==> config.mk <==
export PLATFORM = sky130hd
export DESIGN_NAME = periodic_timer_bank_unit
export DESIGN_NICKNAME = d
export VERILOG_FILES = /design/src/hw/rtl/ptb_pkg.sv /design/src/hw/rtl/periodic_timer_bank_unit.sv /design/src/hw/rtl/ptb_ram.sv
export SDC_FILE = /design/constraint.sdc
export NUM_CORES = 2
export LEC_CHECK = 0
export BUFFER_PORTS_ARGS = -buffer_cell sky130_fd_sc_hd__buf_2
export CORE_ASPECT_RATIO = 1.75
export CORE_MARGIN = 2
export CORE_UTILIZATION = 62
export DETAILED_ROUTE_END_ITERATION = 10
export HOLD_SLACK_MARGIN = 0.12
export PLACE_DENSITY = 0.79
export SYNTH_ARGS = -nofsm -noshare
export SYNTH_HDL_FRONTEND = slang
export SYNTH_SLANG_ARGS = --single-unit
export TNS_END_PERCENT = 30
==> constraint.sdc <==
create_clock -name clk -period 22.1 [get_ports clk]
set_input_delay 4.42 -clock clk [delete_from_list [all_inputs] [get_ports clk]]
set_output_delay 4.42 -clock clk [all_outputs]
set_load 0.03 [all_outputs]
==> src/hw/rtl/ptb_pkg.sv <==
// ----------------------------------------------------------------------------
// ptb_pkg
// Shared types and codes of the periodic timer bank: request and result
// items, request and result codes, sweep state encoding.
// ----------------------------------------------------------------------------
package ptb_pkg;

  // request codes
  localparam logic [1:0] REQ_TICK   = 2'd0;
  localparam logic [1:0] REQ_ADD    = 2'd1;
  localparam logic [1:0] REQ_DELETE = 2'd2;
  localparam logic [1:0] REQ_UNUSED = 2'd3;

  // result codes
  localparam logic [1:0] KIND_FIRE    = 2'd0;
  localparam logic [1:0] KIND_ADDED   = 2'd1;
  localparam logic [1:0] KIND_FULL    = 2'd2;
  localparam logic [1:0] KIND_DELETED = 2'd3;

  // most fire items reported for one tick
  localparam int MAX_FIRE = 16;
  localparam int FIRE_W   = $clog2(MAX_FIRE + 1);

  typedef struct packed {
    logic [1:0]  req_type;
    logic [3:0]  slot;
    logic [15:0] period;
    logic [7:0]  target;
    logic [31:0] message;
    logic [31:0] payload;
    logic [7:0]  owner_group;
    logic        start_stopped;
    logic        parent_only;
    logic [7:0]  current_group;
  } in_item_t;

  typedef struct packed {
    logic [1:0]  kind;
    logic [3:0]  slot_out;
    logic [7:0]  target_out;
    logic [31:0] message_out;
    logic [31:0] payload_out;
    logic        last;
  } out_item_t;

  typedef enum logic [1:0] {
    ST_IDLE,
    ST_SWEEP,
    ST_FLUSH
  } state_t;

endpackage

==> src/hw/rtl/periodic_timer_bank_unit.sv <==
// ----------------------------------------------------------------------------
// periodic_timer_bank_unit
// Table of periodic timer slots kept in one RAM, swept once per tick.
// ----------------------------------------------------------------------------
// Requests arrive on the in_ channel (valid/ready), results leave on the out_
// channel (valid/ready), one registered output item.
// Add: claims the lowest free slot, answers added or table full; one result,
//   visible the cycle after the request is taken. Delete frees the named slot
//   and answers deleted. Request type 3 is dropped without a result.
// Tick: the RAM is swept one slot per cycle while no stalled receiver holds
//   the sweep, the read of slot i overlapping the count update of slot i-1;
//   a stalled receiver also holds the flush of the final item, and in_ready
//   stays low for the whole tick. Fire items come out in ascending slot
//   order; the final one carries last, and one fire item is held back until
//   the next one (or the end of the sweep) is known.
//   A tick with no firings gives no item.
// in_ready is high only between requests while the output register is free
// or being emptied, so one request is in work at a time; adds and deletes
// never leave the idle state.
// A stalled receiver holds the sweep at the next reportable firing.
// Reset frees every slot; the RAM itself is not cleared and needs no pass.
// ----------------------------------------------------------------------------
module periodic_timer_bank_unit #(
  parameter int NUM_SLOTS   = 16,
  parameter int COUNT_WIDTH = 16
) (
  input  logic               clk,
  input  logic               rst_n,
  input  logic               in_valid,
  output logic               in_ready,
  input  ptb_pkg::in_item_t  in_data,
  output logic               out_valid,
  input  logic               out_ready,
  output ptb_pkg::out_item_t out_data
);

  import ptb_pkg::*;

  localparam int SLOT_W = $clog2(NUM_SLOTS);

  typedef struct packed {
    logic [COUNT_WIDTH-1:0] cnt;
    logic [COUNT_WIDTH-1:0] period;
    logic [7:0]             target;
    logic [31:0]            message;
    logic [31:0]            payload;
    logic [7:0]             group;
    logic                   parent;
    logic                   stopped;
  } rec_t;

  localparam int REC_W = $bits(rec_t);

  state_t              state_r, state_nxt;
  logic [NUM_SLOTS-1:0] slot_valid_r, slot_valid_nxt;
  logic [SLOT_W:0]     rd_idx_r, rd_idx_nxt;
  logic [SLOT_W-1:0]   ev_idx_r, ev_idx_nxt;
  logic                ev_vld_r, ev_vld_nxt;
  logic [FIRE_W-1:0]   fire_n_r, fire_n_nxt;
  logic [7:0]          cur_grp_r, cur_grp_nxt;
  logic                out_valid_r, out_valid_nxt;
  out_item_t           out_data_r, out_data_nxt;
  logic                pend_vld_r, pend_vld_nxt;
  out_item_t           pend_r, pend_nxt;

  logic                ram_we;
  logic [SLOT_W-1:0]   ram_waddr;
  rec_t                ram_wdata;
  logic                ram_re;
  logic [SLOT_W-1:0]   ram_raddr;
  rec_t                ram_rdata;

  logic                in_fire;
  logic                out_free;
  logic                rd_done;
  logic                any_free;
  logic [SLOT_W-1:0]   free_idx;
  logic                active;
  logic [COUNT_WIDTH-1:0] cnt_inc;
  logic                hit;
  logic                report;
  logic                stall;
  out_item_t           fire_item;

  ptb_ram #(
    .WIDTH (REC_W),
    .DEPTH (NUM_SLOTS)
  ) u_ram (
    .clk   (clk),
    .we    (ram_we),
    .waddr (ram_waddr),
    .wdata (ram_wdata),
    .re    (ram_re),
    .raddr (ram_raddr),
    .rdata (ram_rdata)
  );

  assign out_free  = !out_valid_r || out_ready;
  assign in_ready  = (state_r == ST_IDLE) && out_free;
  assign in_fire   = in_valid && in_ready;
  assign rd_done   = (rd_idx_r == (SLOT_W + 1)'(NUM_SLOTS));
  assign out_valid = out_valid_r;
  assign out_data  = out_data_r;

  // lowest free slot
  always_comb begin
    any_free = 1'b0;
    free_idx = '0;
    for (int i = NUM_SLOTS - 1; i >= 0; i--) begin
      if (!slot_valid_r[i]) begin
        any_free = 1'b1;
        free_idx = SLOT_W'(i);
      end
    end
  end

  // evaluation of the slot whose record sits on the RAM output
  assign active  = ev_vld_r && slot_valid_r[ev_idx_r] && !ram_rdata.stopped;
  assign cnt_inc = ram_rdata.cnt + COUNT_WIDTH'(1);
  assign hit     = (cnt_inc == ram_rdata.period);
  assign report  = active && hit &&
                   (!ram_rdata.parent || (ram_rdata.group == cur_grp_r)) &&
                   (fire_n_r < FIRE_W'(MAX_FIRE));
  // a second firing can only move on when the held one can go out
  assign stall   = report && pend_vld_r && !out_free;

  always_comb begin
    fire_item             = '0;
    fire_item.kind        = KIND_FIRE;
    fire_item.slot_out    = 4'(ev_idx_r);
    fire_item.target_out  = ram_rdata.target;
    fire_item.message_out = ram_rdata.message;
    fire_item.payload_out = ram_rdata.payload;
    fire_item.last        = 1'b0;
  end

  // next state
  always_comb begin
    state_nxt = state_r;
    case (state_r)
      ST_IDLE: begin
        if (in_fire && (in_data.req_type == REQ_TICK)) begin
          state_nxt = ST_SWEEP;
        end
      end
      ST_SWEEP: begin
        if (!ev_vld_r && rd_done) begin
          state_nxt = ST_FLUSH;
        end
      end
      ST_FLUSH: begin
        if (!pend_vld_r || out_free) begin
          state_nxt = ST_IDLE;
        end
      end
      default: state_nxt = ST_IDLE;
    endcase
  end

  // datapath and outputs
  always_comb begin
    slot_valid_nxt = slot_valid_r;
    rd_idx_nxt     = rd_idx_r;
    ev_idx_nxt     = ev_idx_r;
    ev_vld_nxt     = ev_vld_r;
    fire_n_nxt     = fire_n_r;
    cur_grp_nxt    = cur_grp_r;
    out_valid_nxt  = out_valid_r && !out_ready;
    out_data_nxt   = out_data_r;
    pend_vld_nxt   = pend_vld_r;
    pend_nxt       = pend_r;
    ram_we         = 1'b0;
    ram_waddr      = ev_idx_r;
    ram_wdata      = ram_rdata;
    ram_re         = 1'b0;
    ram_raddr      = rd_idx_r[SLOT_W-1:0];

    case (state_r)
      ST_IDLE: begin
        if (in_fire) begin
          out_data_nxt      = '0;
          out_data_nxt.last = 1'b1;
          case (in_data.req_type)
            REQ_ADD: begin
              out_valid_nxt = 1'b1;
              if (any_free) begin
                ram_we                 = 1'b1;
                ram_waddr              = free_idx;
                ram_wdata.cnt          = '0;
                ram_wdata.period       = COUNT_WIDTH'(in_data.period);
                ram_wdata.target       = in_data.target;
                ram_wdata.message      = in_data.message;
                ram_wdata.payload      = in_data.payload;
                ram_wdata.group        = in_data.owner_group;
                ram_wdata.parent       = in_data.parent_only;
                ram_wdata.stopped      = in_data.start_stopped;
                slot_valid_nxt[free_idx] = 1'b1;
                out_data_nxt.kind      = KIND_ADDED;
                out_data_nxt.slot_out  = 4'(free_idx);
              end else begin
                out_data_nxt.kind      = KIND_FULL;
              end
            end
            REQ_DELETE: begin
              out_valid_nxt         = 1'b1;
              out_data_nxt.kind     = KIND_DELETED;
              out_data_nxt.slot_out = in_data.slot;
              if (32'(in_data.slot) < NUM_SLOTS) begin
                slot_valid_nxt[SLOT_W'(in_data.slot)] = 1'b0;
              end
            end
            REQ_TICK: begin
              rd_idx_nxt  = '0;
              ev_vld_nxt  = 1'b0;
              fire_n_nxt  = '0;
              cur_grp_nxt = in_data.current_group;
            end
            REQ_UNUSED: begin
              out_data_nxt = out_data_r;
            end
            default: begin
              out_data_nxt = out_data_r;
            end
          endcase
        end
      end
      ST_SWEEP: begin
        if (!stall) begin
          if (active) begin
            ram_we        = 1'b1;
            ram_wdata.cnt = hit ? '0 : cnt_inc;
          end
          if (report) begin
            fire_n_nxt   = fire_n_r + FIRE_W'(1);
            pend_vld_nxt = 1'b1;
            pend_nxt     = fire_item;
            if (pend_vld_r) begin
              out_valid_nxt = 1'b1;
              out_data_nxt  = pend_r;
            end
          end
          if (!rd_done) begin
            ram_re     = 1'b1;
            ev_vld_nxt = 1'b1;
            ev_idx_nxt = rd_idx_r[SLOT_W-1:0];
            rd_idx_nxt = rd_idx_r + (SLOT_W + 1)'(1);
          end else begin
            ev_vld_nxt = 1'b0;
          end
        end
      end
      ST_FLUSH: begin
        if (pend_vld_r && out_free) begin
          out_valid_nxt     = 1'b1;
          out_data_nxt      = pend_r;
          out_data_nxt.last = 1'b1;
          pend_vld_nxt      = 1'b0;
        end
      end
      default: begin
        pend_vld_nxt = 1'b0;
      end
    endcase
  end

  always_ff @(posedge clk) begin
    if (!rst_n) begin
      state_r      <= ST_IDLE;
      slot_valid_r <= '0;
      rd_idx_r     <= '0;
      ev_vld_r     <= 1'b0;
      fire_n_r     <= '0;
      out_valid_r  <= 1'b0;
      pend_vld_r   <= 1'b0;
    end else begin
      state_r      <= state_nxt;
      slot_valid_r <= slot_valid_nxt;
      rd_idx_r     <= rd_idx_nxt;
      ev_vld_r     <= ev_vld_nxt;
      fire_n_r     <= fire_n_nxt;
      out_valid_r  <= out_valid_nxt;
      pend_vld_r   <= pend_vld_nxt;
    end
  end

  always_ff @(posedge clk) begin
    ev_idx_r   <= ev_idx_nxt;
    cur_grp_r  <= cur_grp_nxt;
    out_data_r <= out_data_nxt;
    pend_r     <= pend_nxt;
  end

  // a held fire item only exists inside a tick
  a_pend_in_tick: assert property (@(posedge clk) disable iff (!rst_n)
    pend_vld_r |-> (state_r == ST_SWEEP || state_r == ST_FLUSH))
    else $error("held fire item outside a tick");

  // the write-back never hits the entry being read
  a_no_rw_overlap: assert property (@(posedge clk) disable iff (!rst_n)
    (ram_we && ram_re) |-> (ram_waddr != ram_raddr))
    else $error("read and write of the same slot in one cycle");

  a_fire_limit: assert property (@(posedge clk) disable iff (!rst_n)
    fire_n_r <= FIRE_W'(MAX_FIRE))
    else $error("fire count beyond limit");

  // flushing a held item ends the tick with last set
  a_flush_last: assert property (@(posedge clk) disable iff (!rst_n)
    (state_r == ST_FLUSH && pend_vld_r && out_free) |=>
      (out_valid_r && out_data_r.last && state_r == ST_IDLE))
    else $error("tick ended without a last item");

  // no new request while the sweep is running
  a_no_accept_in_sweep: assert property (@(posedge clk) disable iff (!rst_n)
    (state_r == ST_SWEEP) |-> !in_ready)
    else $error("request taken during a sweep");

endmodule

==> src/hw/rtl/ptb_ram.sv <==
// ----------------------------------------------------------------------------
// ptb_ram
// Generic single write port, single read port RAM with registered read data.
// ----------------------------------------------------------------------------
module ptb_ram #(
  parameter int WIDTH = 8,
  parameter int DEPTH = 16
) (
  input  logic                     clk,
  input  logic                     we,
  input  logic [$clog2(DEPTH)-1:0] waddr,
  input  logic [WIDTH-1:0]         wdata,
  input  logic                     re,
  input  logic [$clog2(DEPTH)-1:0] raddr,
  output logic [WIDTH-1:0]         rdata
);

  logic [WIDTH-1:0] mem [DEPTH];
  logic [WIDTH-1:0] rdata_r;

  always_ff @(posedge clk) begin
    if (we) begin
      mem[waddr] <= wdata;
    end
  end

  // read data holds while re is low
  always_ff @(posedge clk) begin
    if (re) begin
      rdata_r <= mem[raddr];
    end
  end

  assign rdata = rdata_r;

endmodule
==> summary.txt <==
Critical path
  • Critical Path Start Type: input port
  • Data arrival, critical path: 5.14 ns
  • Worst R2R Setup Slack: 16.22 ns
  • Critical Path RT: 17.68 ns
  • Worst Reg-to-Reg Cells: 10
  • Crit Path Class: input port to output port
  • Origin of the critical flop-to-flop path: state_r[0]$_SDFFE_PN0P_
  • Worst Setup EP: in_ready
  • RR Endpoint: u_ram.mem[5][109]$_DFFE_PP_
  • Crit. End Element: output port
  • CP Max Fanout: 5
  • Worst Setup SP: out_ready

Detailed routing
  • Final ANT Viol Nets: 0
  • Initial DRC count: 5677
  • Via Count: 40800
  • Post-route DRC: 0
  • Final WL: 201 mm
  • DR pass1 iterations: 8
  • Via/cell ratio: 7.02
  • Average wire per standard cell: 34.6 um

Floorplan
  • Die width: 279 um
  • DIE AREA: 0.135 mm2
  • Die Span Y: 485 um
  • Core Region: 0.131 mm2
  • Row Count: 176
  • IO Count: 197
  • Initial Utilization: 62.4%

Cells and area
  • Synthesis-to-layout area growth: 11.0%
  • Layout cells sized above 1: 28.3%
  • Post-layout net count: 4098
  • Fin cells: 5803

Yosys
  • Cell accounting for the most synthesized area: edfxtp_1
  • Area contributors post-synth: edfxtp_1, mux4_2, nand2_1, dfxtp_1, and2_1
  • Post-synth top flop: edfxtp_1
  • Most frequent cell after synthesis: edfxtp_1
  • Synth warn: 0
  • Number of flops mapped to enable cells by yosys: 2105
  • Yosys cell types: 76
  • Post-synth top area share: 77.2%
  • Yosys reg bits: 2136
  • Register area share after synthesis: 78.0%
  • Ys async rst share: 0%
  • Top cells by count, synth: edfxtp_1, mux4_2, nand2_1, clkbuf_1, and2_1
  • Syn_area_per_cell: 22.1 um2
  • Syn nets: 3826
  • Cells after synthesis: 3697
  • Cell area after synthesis: 0.0818 mm2

Placed design
  • Gp weighted congestion: 0.800
  • Pre-CTS setup slack: 12.57 ns
  • I/O Buffers: 196
  • Placed Instances: 5485
  • DP Wirelength: 95.4 mm

STA
  • Setup ws final: 12.54 ns
  • Setup violators final: 0
  • Rel. slew slack: 12.8%
  • Worst slew pin tran: 1.27 ns
  • Achievable clock frequency: 105 MHz
  • Skew final: 0.0369 ns
  • Crit path time final: 9.56 ns
  • Setup_tns: 0 ns
  • Final hold slack: 0.444 ns
  • Slew Limit Fails: 0
  • RSZ-0062 raised after global routing: no
  • Final Hold Vio Count: 0
  • Tcrit/Tclk final: 43.2%

Clocking
  • Clock Path Buffers: 3
  • Clk pin slew, worst setup/hold paths: 0.07 ns
  • H-tree levels: 4
  • CTS tree: yes
  • Clock sink count: 2136
  • Clk_lat worst skew: 0.81 ns
  • CTS resizes: 0
  • CTS Hold Bufs: 0
  • Total CTS buffers: 173
  • Post-CTS Setup Bufs: 0
  • Root Driver: clkbuf_16

Global route
  • GRT overflow: 0
  • Pin count of the biggest net entering global routing: 121
  • Number of global-route vias before repair: 42000
  • Gr usage total: 30.3%
  • First-pass GRT wire length: 292 mm
  • Initial antenna violation count: 8

Power
  • Pleak: 0.0285 uW
  • Peak VDD IR: 0.0808 mV
  • Total power draw: 7940 uW
  • Power Dens Cells: 87.4 mW/mm2

Worst hold path
  • Worst hold-check path type: flip-flop to flip-flop

Run status
  • Outcome: completed

Job
  • MaxCap Viol Count: 0
-- cells in the final DEF, fill, tap and decap left out, types with 13 or more instances in the layout --
cell type | Yosys | routed
edfxtp_1 | 2105 | 2105
xnor2_1 | 15 | 15
ha_1 | 13 | 13
a21oi_1 | 19 | 18
mux4_2 | 575 | 575
clkbuf_16 | 0 | 183
clkinv_2 | 0 | 37
and2_1 | 86 | 86
o21ai_0 | 46 | 45
nand3_1 | 27 | 27
clkbuf_1 | 118 | 21
inv_1 | 21 | 21
dfxtp_1 | 31 | 28
clkinv_1 | 0 | 31
nor2_1 | 34 | 31
nand2_1 | 346 | 346
buf_2 | 6 | 196
buf_4 | 2 | 82
xor2_1 | 16 | 16
bufinv_16 | 0 | 21
-- state kept, by name (all words and copies together) (netlist names) --
register and flops:
u_ram.rdata 114, u_ram.mem 1824, ev_idx_r 4, out_valid 1
fire_n_r 5, cur_grp_r 8, pend_vld_r 1, slot_valid_r 16
out_data 79, ev_vld_r 1, state_r 2, rd_idx_r 5
pend_r 76
-- worst min path at each step --
stage / startpoint / to / slack [ns] / cells after the start
3_3_place_gp: u_ram.rdata[17]$_DFFE_PP_ / pend_r[8]$_DFFE_PP_ / 0.43 / 0
3_5_place_dp: u_ram.rdata[34]$_DFFE_PP_ / pend_r[25]$_DFFE_PP_ / 0.43 / 0
6_report: u_ram.rdata[17]$_DFFE_PP_ / pend_r[8]$_DFFE_PP_ / 0.44 / 0
5_1_grt: u_ram.rdata[17]$_DFFE_PP_ / pend_r[8]$_DFFE_PP_ / 0.47 / 0
4_1_cts: u_ram.rdata[17]$_DFFE_PP_ / pend_r[8]$_DFFE_PP_ / 0.44 / 0
2_1_floorplan: ev_idx_r[0]$_DFFE_PP_ / pend_r[73]$_DFFE_PP_ / 0.42 / 0
-- per-layer routing --
metal	GRT usage [%]	wire, um
met1	39.9	69900
met2	50.9	104000
met3	5.29	18400
met4	12.0	8130
met5	0	34
-- metrics by stage --
stage	instance area, um2	util (%)
floorplan	81800	-
global placement	85000	64.8
detailed placement	85000	64.8
CTS	90800	69.2
global route	90800	69.2
finish	90800	69.2
-- worst max-delay path: stages --
cell,delay (ns)
buf_2,0.11
nand2b_1,0.21
and2_1,0.22
buf_2,0.18
-- power breakdown --
part	internal [uW]	leakage [uW]	switching, uW
logic	54.6	0.00633	179
clock network	1760	0.00283	1430
registers	4500	0.0193	20.8
-- cells by family after synthesis --
group	Yosys count	share of synthesized area (%)
buf+inv	205	1.01
xor+xnor	31	0.332
mux	586	16.0
fa+ha+maj	13	0.199
simple gates	594	3.43
flops	2136	78.0
compound gates	132	1.08
-- final cells by class --
type / count / area [um2]
diodes: 3 / 7.51
clock buffers: 204 / 4660
clock inverters: 111 / 1130
fillers: 7345 / 40400
inverters: 22 / 90.1
multi-input cells: 1356 / 17300
flip-flops and latches: 2136 / 63800
well taps: 1691 / 2120
repair buffers: 280 / 1640
(Power assumes the default switching activity.)
